**config.mk**
```make
export PLATFORM = sky130hd
export DESIGN_NAME = m6tp_ctrl
export DESIGN_NICKNAME = d
export VERILOG_FILES = /design/src/rtl/core/m6tp_pkg.sv /design/src/rtl/core/m6tp_ctrl.sv
export SDC_FILE = /design/constraint.sdc
export NUM_CORES = 1
export LEC_CHECK = 0
export BUFFER_PORTS_ARGS = -buffer_cell sky130_fd_sc_hd__buf_4
export CORE_AREA = 4 4 41 43
export CTS_CLUSTER_SIZE = 40
export DETAILED_ROUTE_END_ITERATION = 16
export DIE_AREA = 0 0 45 47
export GPL_TIMING_DRIVEN = 0
export PLACE_DENSITY_LB_ADDON = 0.08
export SKIP_CTS_REPAIR_TIMING = 1
export SYNTH_ARGS = -nofsm -noshare
export SYNTH_HDL_FRONTEND = slang
export SYNTH_SLANG_ARGS = --single-unit
```
**constraint.sdc**
```tcl
create_clock -name clk -period 0.9 [get_ports clk]
set_input_delay 0.045 -clock clk [delete_from_list [all_inputs] [get_ports clk]]
set_output_delay 0.045 -clock clk [all_outputs]
set_load 0.01 [all_outputs]
```
**src/rtl/core/m6tp_pkg.sv**
```systemverilog
// Shared types, constants and decode tables of the trace predecoder
package m6tp_pkg;

  localparam int unsigned TraceSlotsDef = 256;
  localparam int unsigned MaxUopsDef    = 32;

  localparam logic       OP_LOOKUP = 1'b0;
  localparam logic       OP_DECODE = 1'b1;
  localparam logic [5:0] KIND_NONE = 6'd34;

  localparam logic [1:0] ERR_OK      = 2'd0;
  localparam logic [1:0] ERR_NO_UOP  = 2'd1;
  localparam logic [1:0] ERR_NO_OPEN = 2'd2;

  // controller to datapath commands
  typedef struct packed {
    logic capture;     // register the input transaction
    logic dir_read;    // read directory at captured address
    logic lookup_fin;  // finish lookup, drive result
    logic decode_fin;  // finish decode, drive result
    logic clear_done;  // clearing pass step
  } m6tp_cmd_t;

  // datapath status back to the controller
  typedef struct packed {
    logic op;
    logic clear_last;
  } m6tp_sts_t;

  // addressing mode of an opcode
  function automatic logic [4:0] mode_of(input logic [7:0] o);
    logic [4:0] m;
    m = 5'd0;
    unique case (o)
      8'h09, 8'h29, 8'h49, 8'h69, 8'h89, 8'ha9, 8'hc9, 8'he9,
      8'h0b, 8'h2b, 8'h4b, 8'h6b, 8'h8b, 8'hab, 8'hcb, 8'heb,
      8'h80, 8'ha0, 8'hc0, 8'he0, 8'h82, 8'ha2, 8'hc2, 8'he2,
      8'h10, 8'h30, 8'h50, 8'h70, 8'h90, 8'hb0, 8'hd0, 8'hf0: m = 5'd1;
      8'h0d, 8'h2d, 8'h4d, 8'h6d, 8'had, 8'hcd, 8'hed,
      8'h0e, 8'h2e, 8'h4e, 8'h6e, 8'hae, 8'hce, 8'hee,
      8'h0f, 8'h2f, 8'h4f, 8'h6f, 8'haf, 8'hcf, 8'hef,
      8'h0c, 8'h2c, 8'hac, 8'hcc, 8'hec: m = 5'd2;
      8'h8c, 8'h8d, 8'h8e, 8'h8f, 8'h4c, 8'h20: m = 5'd3;
      8'h6c: m = 5'd4;
      8'h1c, 8'h3c, 8'h5c, 8'h7c, 8'h9c, 8'hbc, 8'hdc, 8'hfc,
      8'h1d, 8'h3d, 8'h5d, 8'h7d, 8'hbd, 8'hdd, 8'hfd,
      8'h1e, 8'h3e, 8'h5e, 8'h7e, 8'hde, 8'hfe,
      8'h1f, 8'h3f, 8'h5f, 8'h7f, 8'hdf, 8'hff: m = 5'd5;
      8'h9d: m = 5'd6;
      8'h19, 8'h39, 8'h59, 8'h79, 8'hb9, 8'hd9, 8'hf9,
      8'h1b, 8'h3b, 8'h5b, 8'h7b, 8'h9b, 8'hbb, 8'hdb, 8'hfb,
      8'h9e, 8'hbe, 8'h9f, 8'hbf: m = 5'd7;
      8'h99: m = 5'd8;
      8'h04, 8'h24, 8'h44, 8'h64, 8'ha4, 8'hc4, 8'he4,
      8'h05, 8'h25, 8'h45, 8'h65, 8'ha5, 8'hc5, 8'he5,
      8'h06, 8'h26, 8'h46, 8'h66, 8'ha6, 8'hc6, 8'he6,
      8'h07, 8'h27, 8'h47, 8'h67, 8'ha7, 8'hc7, 8'he7: m = 5'd9;
      8'h84, 8'h85, 8'h86, 8'h87: m = 5'd10;
      8'h14, 8'h34, 8'h54, 8'h74, 8'hb4, 8'hd4, 8'hf4,
      8'h15, 8'h35, 8'h55, 8'h75, 8'hb5, 8'hd5, 8'hf5,
      8'h16, 8'h36, 8'h56, 8'h76, 8'hd6, 8'hf6,
      8'h17, 8'h37, 8'h57, 8'h77, 8'hd7, 8'hf7: m = 5'd11;
      8'h94, 8'h95: m = 5'd12;
      8'hb6, 8'hb7: m = 5'd13;
      8'h96, 8'h97: m = 5'd14;
      8'h01, 8'h21, 8'h41, 8'h61, 8'ha1, 8'hc1, 8'he1,
      8'h03, 8'h23, 8'h43, 8'h63, 8'ha3, 8'hc3, 8'he3: m = 5'd15;
      8'h81, 8'h83: m = 5'd16;
      8'h11, 8'h31, 8'h51, 8'h71, 8'hb1, 8'hd1, 8'hf1,
      8'h13, 8'h33, 8'h53, 8'h73, 8'hb3, 8'hd3, 8'hf3: m = 5'd17;
      8'h91, 8'h93: m = 5'd18;
      default: m = 5'd0;
    endcase
    return m;
  endfunction

  // uop kind in the upper bits, data byte in the lower eight
  function automatic logic [13:0] kind_of(input logic [7:0] o);
    logic [5:0] k;
    logic [7:0] d;
    d = 8'h00;
    k = KIND_NONE;
    unique case (o)
      8'h18: begin k = 6'd0; d = 8'h01; end
      8'h58: begin k = 6'd0; d = 8'h04; end
      8'hb8: begin k = 6'd0; d = 8'h40; end
      8'hd8: begin k = 6'd0; d = 8'h08; end
      8'h38: begin k = 6'd1; d = 8'h01; end
      8'h78: begin k = 6'd1; d = 8'h04; end
      8'hf8: begin k = 6'd1; d = 8'h08; end
      8'haa: begin k = 6'd2; d = 8'h04; end
      8'ha8: begin k = 6'd2; d = 8'h08; end
      8'hba: begin k = 6'd3; d = 8'h07; end
      8'h8a: begin k = 6'd2; d = 8'h01; end
      8'h9a: begin k = 6'd2; d = 8'h0d; end
      8'h98: begin k = 6'd2; d = 8'h02; end
      8'ha1, 8'ha5, 8'ha9, 8'had, 8'hb1, 8'hb5, 8'hb9, 8'hbd: k = 6'd4;
      8'ha2, 8'ha6, 8'hae, 8'hb6, 8'hbe: begin k = 6'd4; d = 8'h01; end
      8'ha0, 8'ha4, 8'hac, 8'hb4, 8'hbc: begin k = 6'd4; d = 8'h02; end
      8'h81, 8'h85, 8'h89, 8'h8d, 8'h91, 8'h95, 8'h99, 8'h9d: k = 6'd5;
      8'h86, 8'h8e, 8'h96: begin k = 6'd5; d = 8'h01; end
      8'h84, 8'h8c, 8'h94: begin k = 6'd5; d = 8'h02; end
      8'hc1, 8'hc5, 8'hc9, 8'hcd, 8'hd1, 8'hd5, 8'hd9, 8'hdd: k = 6'd6;
      8'he0, 8'he4, 8'hec: begin k = 6'd6; d = 8'h01; end
      8'hc0, 8'hc4, 8'hcc: begin k = 6'd6; d = 8'h02; end
      8'he6, 8'hee, 8'hf6, 8'hfe: k = 6'd7;
      8'hc6, 8'hce, 8'hd6, 8'hde: begin k = 6'd7; d = 8'h80; end
      8'he8: begin k = 6'd8; d = 8'h01; end
      8'hc8: begin k = 6'd8; d = 8'h02; end
      8'hca: begin k = 6'd8; d = 8'h81; end
      8'h88: begin k = 6'd8; d = 8'h82; end
      8'h24, 8'h2c: k = 6'd9;
      8'h10: begin k = 6'd10; d = 8'h80; end
      8'h50: begin k = 6'd10; d = 8'h40; end
      8'h90: begin k = 6'd10; d = 8'h01; end
      8'hd0: begin k = 6'd10; d = 8'h02; end
      8'h30: begin k = 6'd11; d = 8'h80; end
      8'h70: begin k = 6'd11; d = 8'h40; end
      8'hb0: begin k = 6'd11; d = 8'h01; end
      8'hf0: begin k = 6'd11; d = 8'h02; end
      8'h4c, 8'h6c: k = 6'd12;
      8'h20: k = 6'd13;
      8'h60: k = 6'd14;
      8'h40: k = 6'd15;
      8'h00: k = 6'd16;
      8'h01, 8'h05, 8'h09, 8'h0d, 8'h11, 8'h15, 8'h19, 8'h1d: k = 6'd17;
      8'h21, 8'h25, 8'h29, 8'h2d, 8'h31, 8'h35, 8'h39, 8'h3d: k = 6'd18;
      8'h41, 8'h45, 8'h49, 8'h4d, 8'h51, 8'h55, 8'h59, 8'h5d: k = 6'd19;
      8'h61, 8'h65, 8'h69, 8'h6d, 8'h71, 8'h75, 8'h79, 8'h7d: k = 6'd20;
      8'he1, 8'he5, 8'he9, 8'hed, 8'hf1, 8'hf5, 8'hf9, 8'hfd: begin
        k = 6'd20; d = 8'hff;
      end
      8'h06, 8'h0e, 8'h16, 8'h1e: k = 6'd21;
      8'h0a: k = 6'd22;
      8'h26, 8'h2e, 8'h36, 8'h3e: k = 6'd23;
      8'h2a: k = 6'd24;
      8'h46, 8'h4e, 8'h56, 8'h5e: k = 6'd25;
      8'h4a: k = 6'd26;
      8'h66, 8'h6e, 8'h76, 8'h7e: k = 6'd27;
      8'h6a: k = 6'd28;
      8'h48: k = 6'd29;
      8'h08: k = 6'd30;
      8'h68: k = 6'd31;
      8'h28: k = 6'd32;
      8'hea: k = 6'd33;
      default: begin k = KIND_NONE; d = 8'h00; end
    endcase
    return {k, d};
  endfunction

endpackage

```
**src/rtl/core/m6tp_ctrl.sv**
```systemverilog
// Sequencer of the trace predecoder: clearing pass, lookup and decode steps
module m6tp_ctrl (
  input  logic              clk,
  input  logic              rst_n,
  input  logic              start,
  output logic              busy,
  output m6tp_pkg::m6tp_cmd_t cmd,
  input  m6tp_pkg::m6tp_sts_t sts
);
  import m6tp_pkg::*;

  typedef enum logic [2:0] {S_CLEAR, S_IDLE, S_READ, S_LOOK, S_DEC} state_t;
  state_t state_r, state_nxt;

  // next state
  always_comb begin
    state_nxt = state_r;
    unique case (state_r)
      S_CLEAR: if (sts.clear_last) state_nxt = S_IDLE;
      S_IDLE:  if (start) state_nxt = S_READ;
      S_READ:  state_nxt = (sts.op == OP_DECODE) ? S_DEC : S_LOOK;
      S_LOOK:  state_nxt = S_IDLE;
      S_DEC:   state_nxt = S_IDLE;
      default: state_nxt = S_IDLE;
    endcase
  end

  always_ff @(posedge clk) begin
    if (!rst_n) state_r <= S_CLEAR;
    else        state_r <= state_nxt;
  end

  // commands
  always_comb begin
    cmd            = '0;
    cmd.clear_done = (state_r == S_CLEAR);
    cmd.capture    = (state_r == S_IDLE) && start;
    cmd.dir_read   = (state_r == S_READ);
    cmd.lookup_fin = (state_r == S_LOOK);
    cmd.decode_fin = (state_r == S_DEC);
  end

  assign busy = (state_r != S_IDLE);

endmodule

```
==> reports/results.ini, run 1 <==
[run_status]
outcome = complete, but fails checks
violations = setup timing

[timing]
finalHoldViolCount = 0
slew_headroom_pct = 84.6
worstMarginPinSlew_ns = 0.229
min_period_ns = 1.05
rsz0062_at_grt = true
setup_slack_ns = -0.151
fin_tns_setup_ns = -0.979
setup_viol = 8
fin_crit_sh_pct = 117
slew_violations = 0
fmax_mhz = 951
skew_ns = 0.00247

[global_routing]
grt_pass1_wl_um = 855
grt_max_degree = 10
grtUsageTotal_pct = 6.31
antenna_found_initial = 0
overflow = 0
first_global_vias = 201

[worst_setup_path]
crit_path_max_fanout = 7
cpMaxStageDelayCell = dfxtp_2
cp-end-kind = flip-flop
slowest_delay_ns = 0.31
reg2regPathDepth = 5
required_ns = 1.05
arrival_ns = 1.20
timing.rr.end = state_r[1]
cp_top_family = flip-flops
crit_type = flip-flop to flip-flop
crit_start = state_r[0]
r2r_slack_ns = -0.15
r2r_start = state_r[0]
worstSetupStartpointType = flip-flop
cp_cell_sequence = buf_6, buf_4, nand2b_4, o22a_1, nor3_2
crit_buf_inv = 2

[place]
io_buffers = 10
gp_congestion = 0.704
dpl.hpwl_um = 386
dp.cells = 48

[floorplan]
die-area_um2 = 2120
die_h_um = 47
core_area_um2 = 1300
die_w_um = 45
rows = 13
start_util_pct = 13.3
ioPinCount = 11

[min_path]
whs_endpoint = state_r[0]
holdPathStages = 3
min_from = rst_n
hold_class = input pin to flip-flop

[pwr]
leakagePower_nw = 0.169
swShare_pct = 27.0
combPwrFrac_pct = 29.7
power.switching_w = 0.000149
clock_power_share_pct = 42.3
power.internal_w = 0.000402
pwr-share-seq_pct = 27.9
peakVddDrop_v = 0.000907
pwr_density_cell_nw_per_um2 = 1400
fin_total_pwr_w = 0.000551

[synthesis]
syn_area_um2 = 173
yosys.cell_types.count = 13
ys_ff_latch = 3
syn_nets = 28
avgSynthCellArea_um2 = 7.51
synthCells = 23
yosys_warnings = 0
ys_seq_area_share_pct = 34.8

[cells_and_area]
top_regs = state_r (3)
final_cells = 55
drive_above_1_share_pct = 77.5
area_growth_pct = 128
largest_register_ff_count = 3
nFillCells = 157
multi_input_area_um2 = 158
antennaDiodeCount = 0
seqCellArea_um2 = 66.3
largest_register = state_r
finalNetCount = 46

[route]
avgRoutedWirePerCell_um = 9.67
vias_per_cell = 3.84
drc = 0
ant_nets = 0
num_vias = 211
wl_um = 532
dr.pass1.iters = 1
dr.first_iter.drc_count = 0

[cts]
clk_latency_ns = 0.23
clock-root-buffer = clkbuf_4
cts.sinks = 3
clkTransAtPathRegs_ns = 0.04
cts_tree = yes
cts_buffers = 3
cts-htree-levels = 1
clock_path_buffers = 2

[flow_run]
cap_violations = 0

-- layout make-up --
class / instances / area share (%)
Timing Repair Buffer: 13 / 26.8
Multi-Input combinational cell: 17 / 40.1
Sequential cell: 3 / 16.9
Inverter: 2 / 1.91
Tap cell: 15 / 4.78
Buffer: 1 / 2.87
Clock buffer: 4 / 6.69
-- power groups by stage --
stage	logic, W	registers [W]	clock network (W)
finish	0.000164	0.000154	0.000233
global route	0.000179	0.000155	0.000266
CTS	0.000110	0.000149	0.000244
detailed placement	0.000109	0.000151	0
global placement	0.000109	0.000151	0
floorplan	0.0000602	0.000149	0
-- routing by layer --
layer	part of all wire, %	global-route usage (%)	routed length [µm]
met3	9.6	6.13	51
met2	43	7.34	227
met4	0	3.51	0
met5	0	0	0
met1	47	7.24	252
-- layout by cell type, fill, tap and decap left out, types with 2 or more instances in the layout --
master / n
buf_4: 11
buf_6: 3
nand2b_4: 3
nor3_2: 2
clkbuf_4: 3
inv_1: 2
dfxtp_2: 2
-- worst register-to-register path, cell delays in order, from the launching register on --
cell and delay [ns]:
dfxtp_2 0.31, buf_6 0.12, buf_4 0.13, nand2b_4 0.12, o22a_1 0.17, nor3_2 0.10
-- cell families after synthesis --
kind of cell           share of synthesized area [%]
buffers and inverters                           10.9
AOI/OAI and AO/OA                               13.8
and+or+nand+nor                                 40.6
DFF                                             34.8
-- metrics by stage --
| stage | util, % | area (µm²) | hold slack, ns | worst slack [ns] |
|---|---|---|---|---|
| global placement | 20.5 | 267 | 0.325 | -0.0258 |
| finish | 30.2 | 393 | 0.0573 | -0.151 |
| CTS | 22.5 | 293 | 0.0867 | -0.220 |
| global route | 30.2 | 393 | 0.0553 | -0.214 |
| floorplan | - | 173 | 0.187 | 0.0381 |
| detailed placement | 20.5 | 267 | 0.331 | -0.0295 |
-- worst max-delay path by stage --
stage                 endpoint  slack [ns]  cells after the start
detailed placement  state_r[0]       -0.03                      3
finish              state_r[1]       -0.15                      5
global route            cmd[2]       -0.21                      3
floorplan           state_r[1]        0.04                      4
CTS                     cmd[4]       -0.22                      4
global placement    state_r[0]       -0.03                      3
-- cells in the mapped netlist, drive strengths merged --
master | count | area (µm²)
o21ai | 2 | 10.0
nor3b | 1 | 7.51
a21oi | 1 | 5.00
nand2b | 3 | 18.8
nor2 | 3 | 11.3
inv | 2 | 7.51
nand2 | 2 | 7.51
o22a | 1 | 8.76
nor3 | 4 | 25.0
dfxtp | 3 | 60.1
buf | 1 | 11.3
No activity file was read; power rests on OpenSTA's default activity.
==> inputs of run 2 (changes only) <==
==> constraint.sdc (replaced) <==
create_clock -name clk -period 1.35 [get_ports clk]
set_input_delay 0.0675 -clock clk [delete_from_list [all_inputs] [get_ports clk]]
set_output_delay 0.0675 -clock clk [all_outputs]
set_load 0.01 [all_outputs]
==> run 2 against run 1 <==
Compared with the run above:
- the flow now finishes without violations
- cell count is 5.5% lower
- clock skew is 0.00073 ns higher
- sequential share of layout area is 3.6 points higher
- die area stayed put
- flip-flop and latch count stayed put
- global-route usage stayed put
- via count is 11% lower
- final area is 25% lower
- sequential power is 35% lower
- power is 41% lower
- non-clock buffer count is 3 lower
- utilization is 7.7 points lower
- largest cell class unchanged
- highest routed layer unchanged
==> reports/results.ini, run 2 (synthesis results as in run 1) <==
[global_routing]
grt_max_degree = 10
overflow = 0
grt_pass1_wl_um = 855
first_global_vias = 201
antenna_found_initial = 0
grtUsageTotal_pct = 6.31

[place]
io_buffers = 10
dpl.hpwl_um = 386
dp_slack_ns = 0.421
gp_congestion = 0.704

[worst_setup_path]
cp_cell_sequence = nand2b_1, nor2_1, buf_4
crit_path_max_fanout = 6
timing.rr.end = state_r[1]
arrival_ns = 1.05
cp_top_family = flip-flops
r2r_start = state_r[0]
worstSetupStartpointType = flip-flop
endpoint = cmd[2]
crit_start = state_r[2]
reg2regPathDepth = 4
crit_buf_inv = 1
path_depth = 3
required_ns = 1.28
cpMaxStageDelayCell = dfxtp_1
slowest_delay_ns = 0.42
crit_type = flip-flop to output pin
r2r_slack_ns = 0.43
cp-end-kind = output pin

[pwr]
pwr_density_cell_nw_per_um2 = 1110
leakagePower_nw = 0.133
swShare_pct = 25.0
peakVddDrop_v = 0.000705
pwr-share-seq_pct = 30.6
combPwrFrac_pct = 21.8
power.switching_w = 0.0000813
power.internal_w = 0.000244
clock_power_share_pct = 47.6

[timing]
skew_ns = 0.00320
finalHoldViolCount = 0
min_period_ns = 1.12
fin_tns_setup_ns = 0
slew_headroom_pct = 84.6
rsz0062_at_grt = false
setup_viol = 0
fin_crit_sh_pct = 82.9
setup_slack_ns = 0.231
worstMarginPinSlew_ns = 0.230
fmax_mhz = 893
slew_violations = 0

[cts]
clock-root-buffer = clkbuf_4
cts-htree-levels = 1
clkTransAtPathRegs_ns = 0.04
cts_tree = yes
cts_buffers = 3
clk_latency_ns = 0.23
clock_path_buffers = 2
cts.sinks = 3

[cells_and_area]
nFillCells = 157
top_regs = state_r (3)
largest_register_ff_count = 3
antennaDiodeCount = 0
largest_register = state_r
drive_above_1_share_pct = 40.5
final_common_cell = buf_4
finalNetCount = 43
area_growth_pct = 69.6

[floorplan]
die_w_um = 45
start_util_pct = 13.3
core_area_um2 = 1300
die_h_um = 47
die-area_um2 = 2120
rows = 13
ioPinCount = 11

[route]
vias_per_cell = 3.60
avgRoutedWirePerCell_um = 9.23
ant_nets = 0
wl_um = 480
dr.first_iter.drc_count = 0
num_vias = 187
drc = 0
dr.pass1.iters = 1

[flow_run]
cap_violations = 0

[run_status]
outcome = finished, final reports clean

[min_path]
hold_class = input pin to flip-flop

-- run 2: power by group through the flow --
stage                     sequential (W)  combinational, W  clock (W)
final                          0.0000995         0.0000711   0.000155
after global routing            0.000100         0.0000821   0.000178
after CTS                      0.0000997         0.0000731   0.000163
after detailed placement        0.000101         0.0000729          0
after global placement          0.000101         0.0000730          0
after floorplan                0.0000996         0.0000401          0
-- run 2: routing by layer --
layer  wire length [µm]  share of wire [%]  global-route usage, %  vias to the layer above
met3                 54                 11                   6.13                        0
met4                  0                  0                   3.51                        0
met5                  0                  0                      0                        -
met1                223                 46                   7.24                       73
met2                202                 42                   7.34                        8
li1                   -                  -                      -                      106
-- run 2: worst min-delay path by stage --
stage	startpoint	end	slack [ns]	cells past startpoint
after floorplan	rst_n	state_r[0]	0.21	2
after global placement	rst_n	state_r[1]	0.35	3
after detailed placement	rst_n	state_r[1]	0.35	3
after CTS	rst_n	state_r[1]	0.11	3
after global routing	rst_n	state_r[1]	0.13	3
final	rst_n	state_r[0]	0.12	3
-- run 2: area by class of cell --
class / count / area [µm²] / share of cell area, %
flip-flops and latches: 3 / 60.1 / 20.5
clock buffers: 4 / 26.3 / 8.97
repair buffers: 10 / 75.1 / 25.6
inverters: 2 / 7.51 / 2.56
multi-input cells: 17 / 93.8 / 32.1
well taps: 15 / 18.8 / 6.41
plain buffers: 1 / 11.3 / 3.85
-- run 2: worst register-to-register path, delay by kind of cell (launching register included) --
kind / cells / cell delay (ns)
AO/OA/AOI/OAI: 1 / 0.19
buffers and inverters: 1 / 0.13
flip-flops: 1 / 0.30
AND/OR/NAND/NOR: 2 / 0.23
-- run 2: metrics by stage --
step,hold slack [ns],area [µm²],utilization (%),power (W),std cells
after floorplan,0.209,173,-,0.000140,23
after global placement,0.347,267,20.5,0.000174,48
after detailed placement,0.353,267,20.5,0.000174,48
after CTS,0.109,293,22.5,0.000336,52
after global routing,0.126,293,22.5,0.000360,52
final,0.116,293,22.5,0.000325,52
==> inputs of run 3 (changes only) <==
--- a/config.mk
+++ b/config.mk
@@ -5,6 +5,7 @@
 export SDC_FILE = /design/constraint.sdc
 export NUM_CORES = 1
 export LEC_CHECK = 0
+export ABC_AREA = 1
 export BUFFER_PORTS_ARGS = -buffer_cell sky130_fd_sc_hd__buf_4
 export CORE_AREA = 4 4 41 43
 export CTS_CLUSTER_SIZE = 40
==> constraint.sdc (replaced) <==
create_clock -name clk -period 1 [get_ports clk]
set_input_delay 0.05 -clock clk [delete_from_list [all_inputs] [get_ports clk]]
set_output_delay 0.05 -clock clk [all_outputs]
set_load 0.01 [all_outputs]
==> run 3 against run 2 <==
Compared with the run above:
- final area increased by 27%
- critical endpoint unchanged
- die area unchanged
- flip-flop and latch count unchanged
- the run now ends with setup timing left
- synthesized cell count grew 22%
- clock skew fell by 0.0015 ns
- synthesized area rose by 9.4%
- non-clock buffer count is 2 higher
- utilization grew 6.2 points
- routed wire length grew 24%
- highest routed layer is now met4
==> reports/results.ini, run 3 <==
[timing]
fin_crit_sh_pct = 101
slew_violations = 0
fmax_mhz = 987
fin_tns_setup_ns = -0.0243
setup_slack_ns = -0.0136
finalHoldViolCount = 0
worstMarginPinSlew_ns = 0.180
slew_headroom_pct = 87.9
min_period_ns = 1.01
setup_viol = 2
rsz0062_at_grt = true
skew_ns = 0.00174

[route]
ant_nets = 0
vias_per_cell = 3.97
drc = 0
dr.first_iter.drc_count = 3
wl_um = 593
num_vias = 238
avgRoutedWirePerCell_um = 9.88
dr.pass1.iters = 3

[cells_and_area]
final_common_cell = buf_4
finalNetCount = 51
top_regs = state_r (3)
antennaDiodeCount = 0
drive_above_1_share_pct = 66.7
largest_register_ff_count = 3
largest_register = state_r
final_cell_mix = 13 x buf_4, 5 x nor2_1
area_growth_pct = 97.4

[place]
dp_slack_ns = 0.0863
io_buffers = 10
dpl.hpwl_um = 427
gp_congestion = 0.709

[pwr]
power.switching_w = 0.000248
swShare_pct = 36.1
pwr-share-seq_pct = 27.9
pwr_density_cell_nw_per_um2 = 1840
leakagePower_nw = 0.181
peakVddDrop_v = 0.000632
combPwrFrac_pct = 40.7
power.internal_w = 0.000439
clock_power_share_pct = 31.4

[synthesis]
ys_async_sr_fraction_pct = 0
yosysMostFrequentCell = nor2_1
synth-edff-count = 0
syn_nets = 33
synthTopCellsByArea = dfxtp_1 32%, nand3_2 16%, nor2_1 12%, nor3_1 7.9%, inv_1 7.9%
syn_area_um2 = 189
yosys_warnings = 0
synthCells = 28
avgSynthCellArea_um2 = 6.75
ys_seq_area_share_pct = 31.8
synthTopCellsByCount = 6 x nor2_1, 4 x inv_1
synth_top_cell_area_share_pct = 31.8
ys.flop_type = dfxtp_1
yosys.area.top_type = dfxtp_1
ys_ff_latch = 3
yosys.cell_types.count = 10

[min_path]
min_from = rst_n
hold_class = input pin to flip-flop

[floorplan]
ioPinCount = 11
rows = 13
die_w_um = 45
die_h_um = 47
core_area_um2 = 1300
die-area_um2 = 2120
start_util_pct = 14.5

[global_routing]
grt_max_degree = 7
first_global_vias = 224
grt_pass1_wl_um = 890
grtUsageTotal_pct = 6.31
overflow = 0
antenna_found_initial = 0

[worst_setup_path]
r2r_slack_ns = 0.08
crit_start = state_r[1]
worstSetupStartpointType = flip-flop
arrival_ns = 0.96
r2r_start = state_r[2]
cp-end-kind = output pin
crit_type = flip-flop to output pin
required_ns = 0.95
crit_path_max_fanout = 6

[cts]
cts.sinks = 3
cts_buffers = 3
clock-root-buffer = clkbuf_4
clk_latency_ns = 0.23
clock_path_buffers = 2
clkTransAtPathRegs_ns = 0.04
cts-htree-levels = 1
cts_tree = yes

[flow_run]
cap_violations = 0

[run_status]
outcome = complete, but fails checks
violations = setup timing

==> run 3: changes by cell type after synthesis, sizes merged, moves of 2 or more <==
| cell | previous run | this run |
|---|---|---|
| nand4 | 0 | 2 |
| nand3 | 0 | 5 |
| nor2 | 3 | 6 |
| nand2b | 3 | 0 |
| inv | 2 | 7 |
| o21ai | 2 | 0 |
==> run 3: layout make-up <==
class,count,area [µm²]
clock buffers,4,26.3
fillers,167,928
inverters,7,36.3
multi-input cells,18,123
flip-flops and latches,3,71.3
well taps,15,18.8
repair buffers,13,97.6
==> run 3: power groups by stage <==
| stage | Sequential, W | Clock, W | Combinational, W |
|---|---|---|---|
| floorplan | 0.000167 | 0 | 0.000143 |
| global placement | 0.000174 | 0 | 0.000236 |
| detailed placement | 0.000174 | 0 | 0.000237 |
| CTS | 0.000172 | 0.000228 | 0.000237 |
| global route | 0.000199 | 0.000243 | 0.000315 |
| finish | 0.000192 | 0.000216 | 0.000280 |
==> run 3: critical path, stage by stage (launching register included) <==
cell,delay (ns)
dfxtp_4,0.38
inv_4,0.05
nor3_2,0.15
buf_4,0.14
==> run 3: worst paths after layout <==
path / endpoint / depth (start not counted)
worst max-delay path: cmd[2] / 3
worst min-delay path: state_r[2] / 3
worst max register to register: state_r[1] / 6
worst min register to register: state_r[2] / 2
==> run 3: through the flow <==
step / hold slack [ns] / area [µm²] / cells / power, W / util, %
2_1_floorplan: 0.190 / 189 / 28 / 0.000310 / -
3_3_place_gp: 0.310 / 283 / 53 / 0.000410 / 21.7
3_5_place_dp: 0.320 / 283 / 53 / 0.000411 / 21.7
4_1_cts: 0.0729 / 309 / 57 / 0.000637 / 23.8
5_1_grt: 0.0977 / 373 / 60 / 0.000757 / 28.7
6_report: 0.0762 / 373 / 60 / 0.000687 / 28.7
==> run 3: layer usage <==
layer	vias to the layer above	track usage [%]	share of wire, %
li1	124	-	-
met1	103	7.03	38
met2	9	8.19	49
met3	2	1.92	9.9
met4	0	8.77	2.7
met5	-	0	0
==> run 3: logic make-up (layout without fill, tap and decap cells) <==
group	count (synthesis)	in the layout	synth area share [%]
AND/OR/NAND/NOR	17	17	49.7
buffers and inverters	7	24	13.9
flip-flops	3	3	31.8
AO/OA/AOI/OAI	1	1	4.64
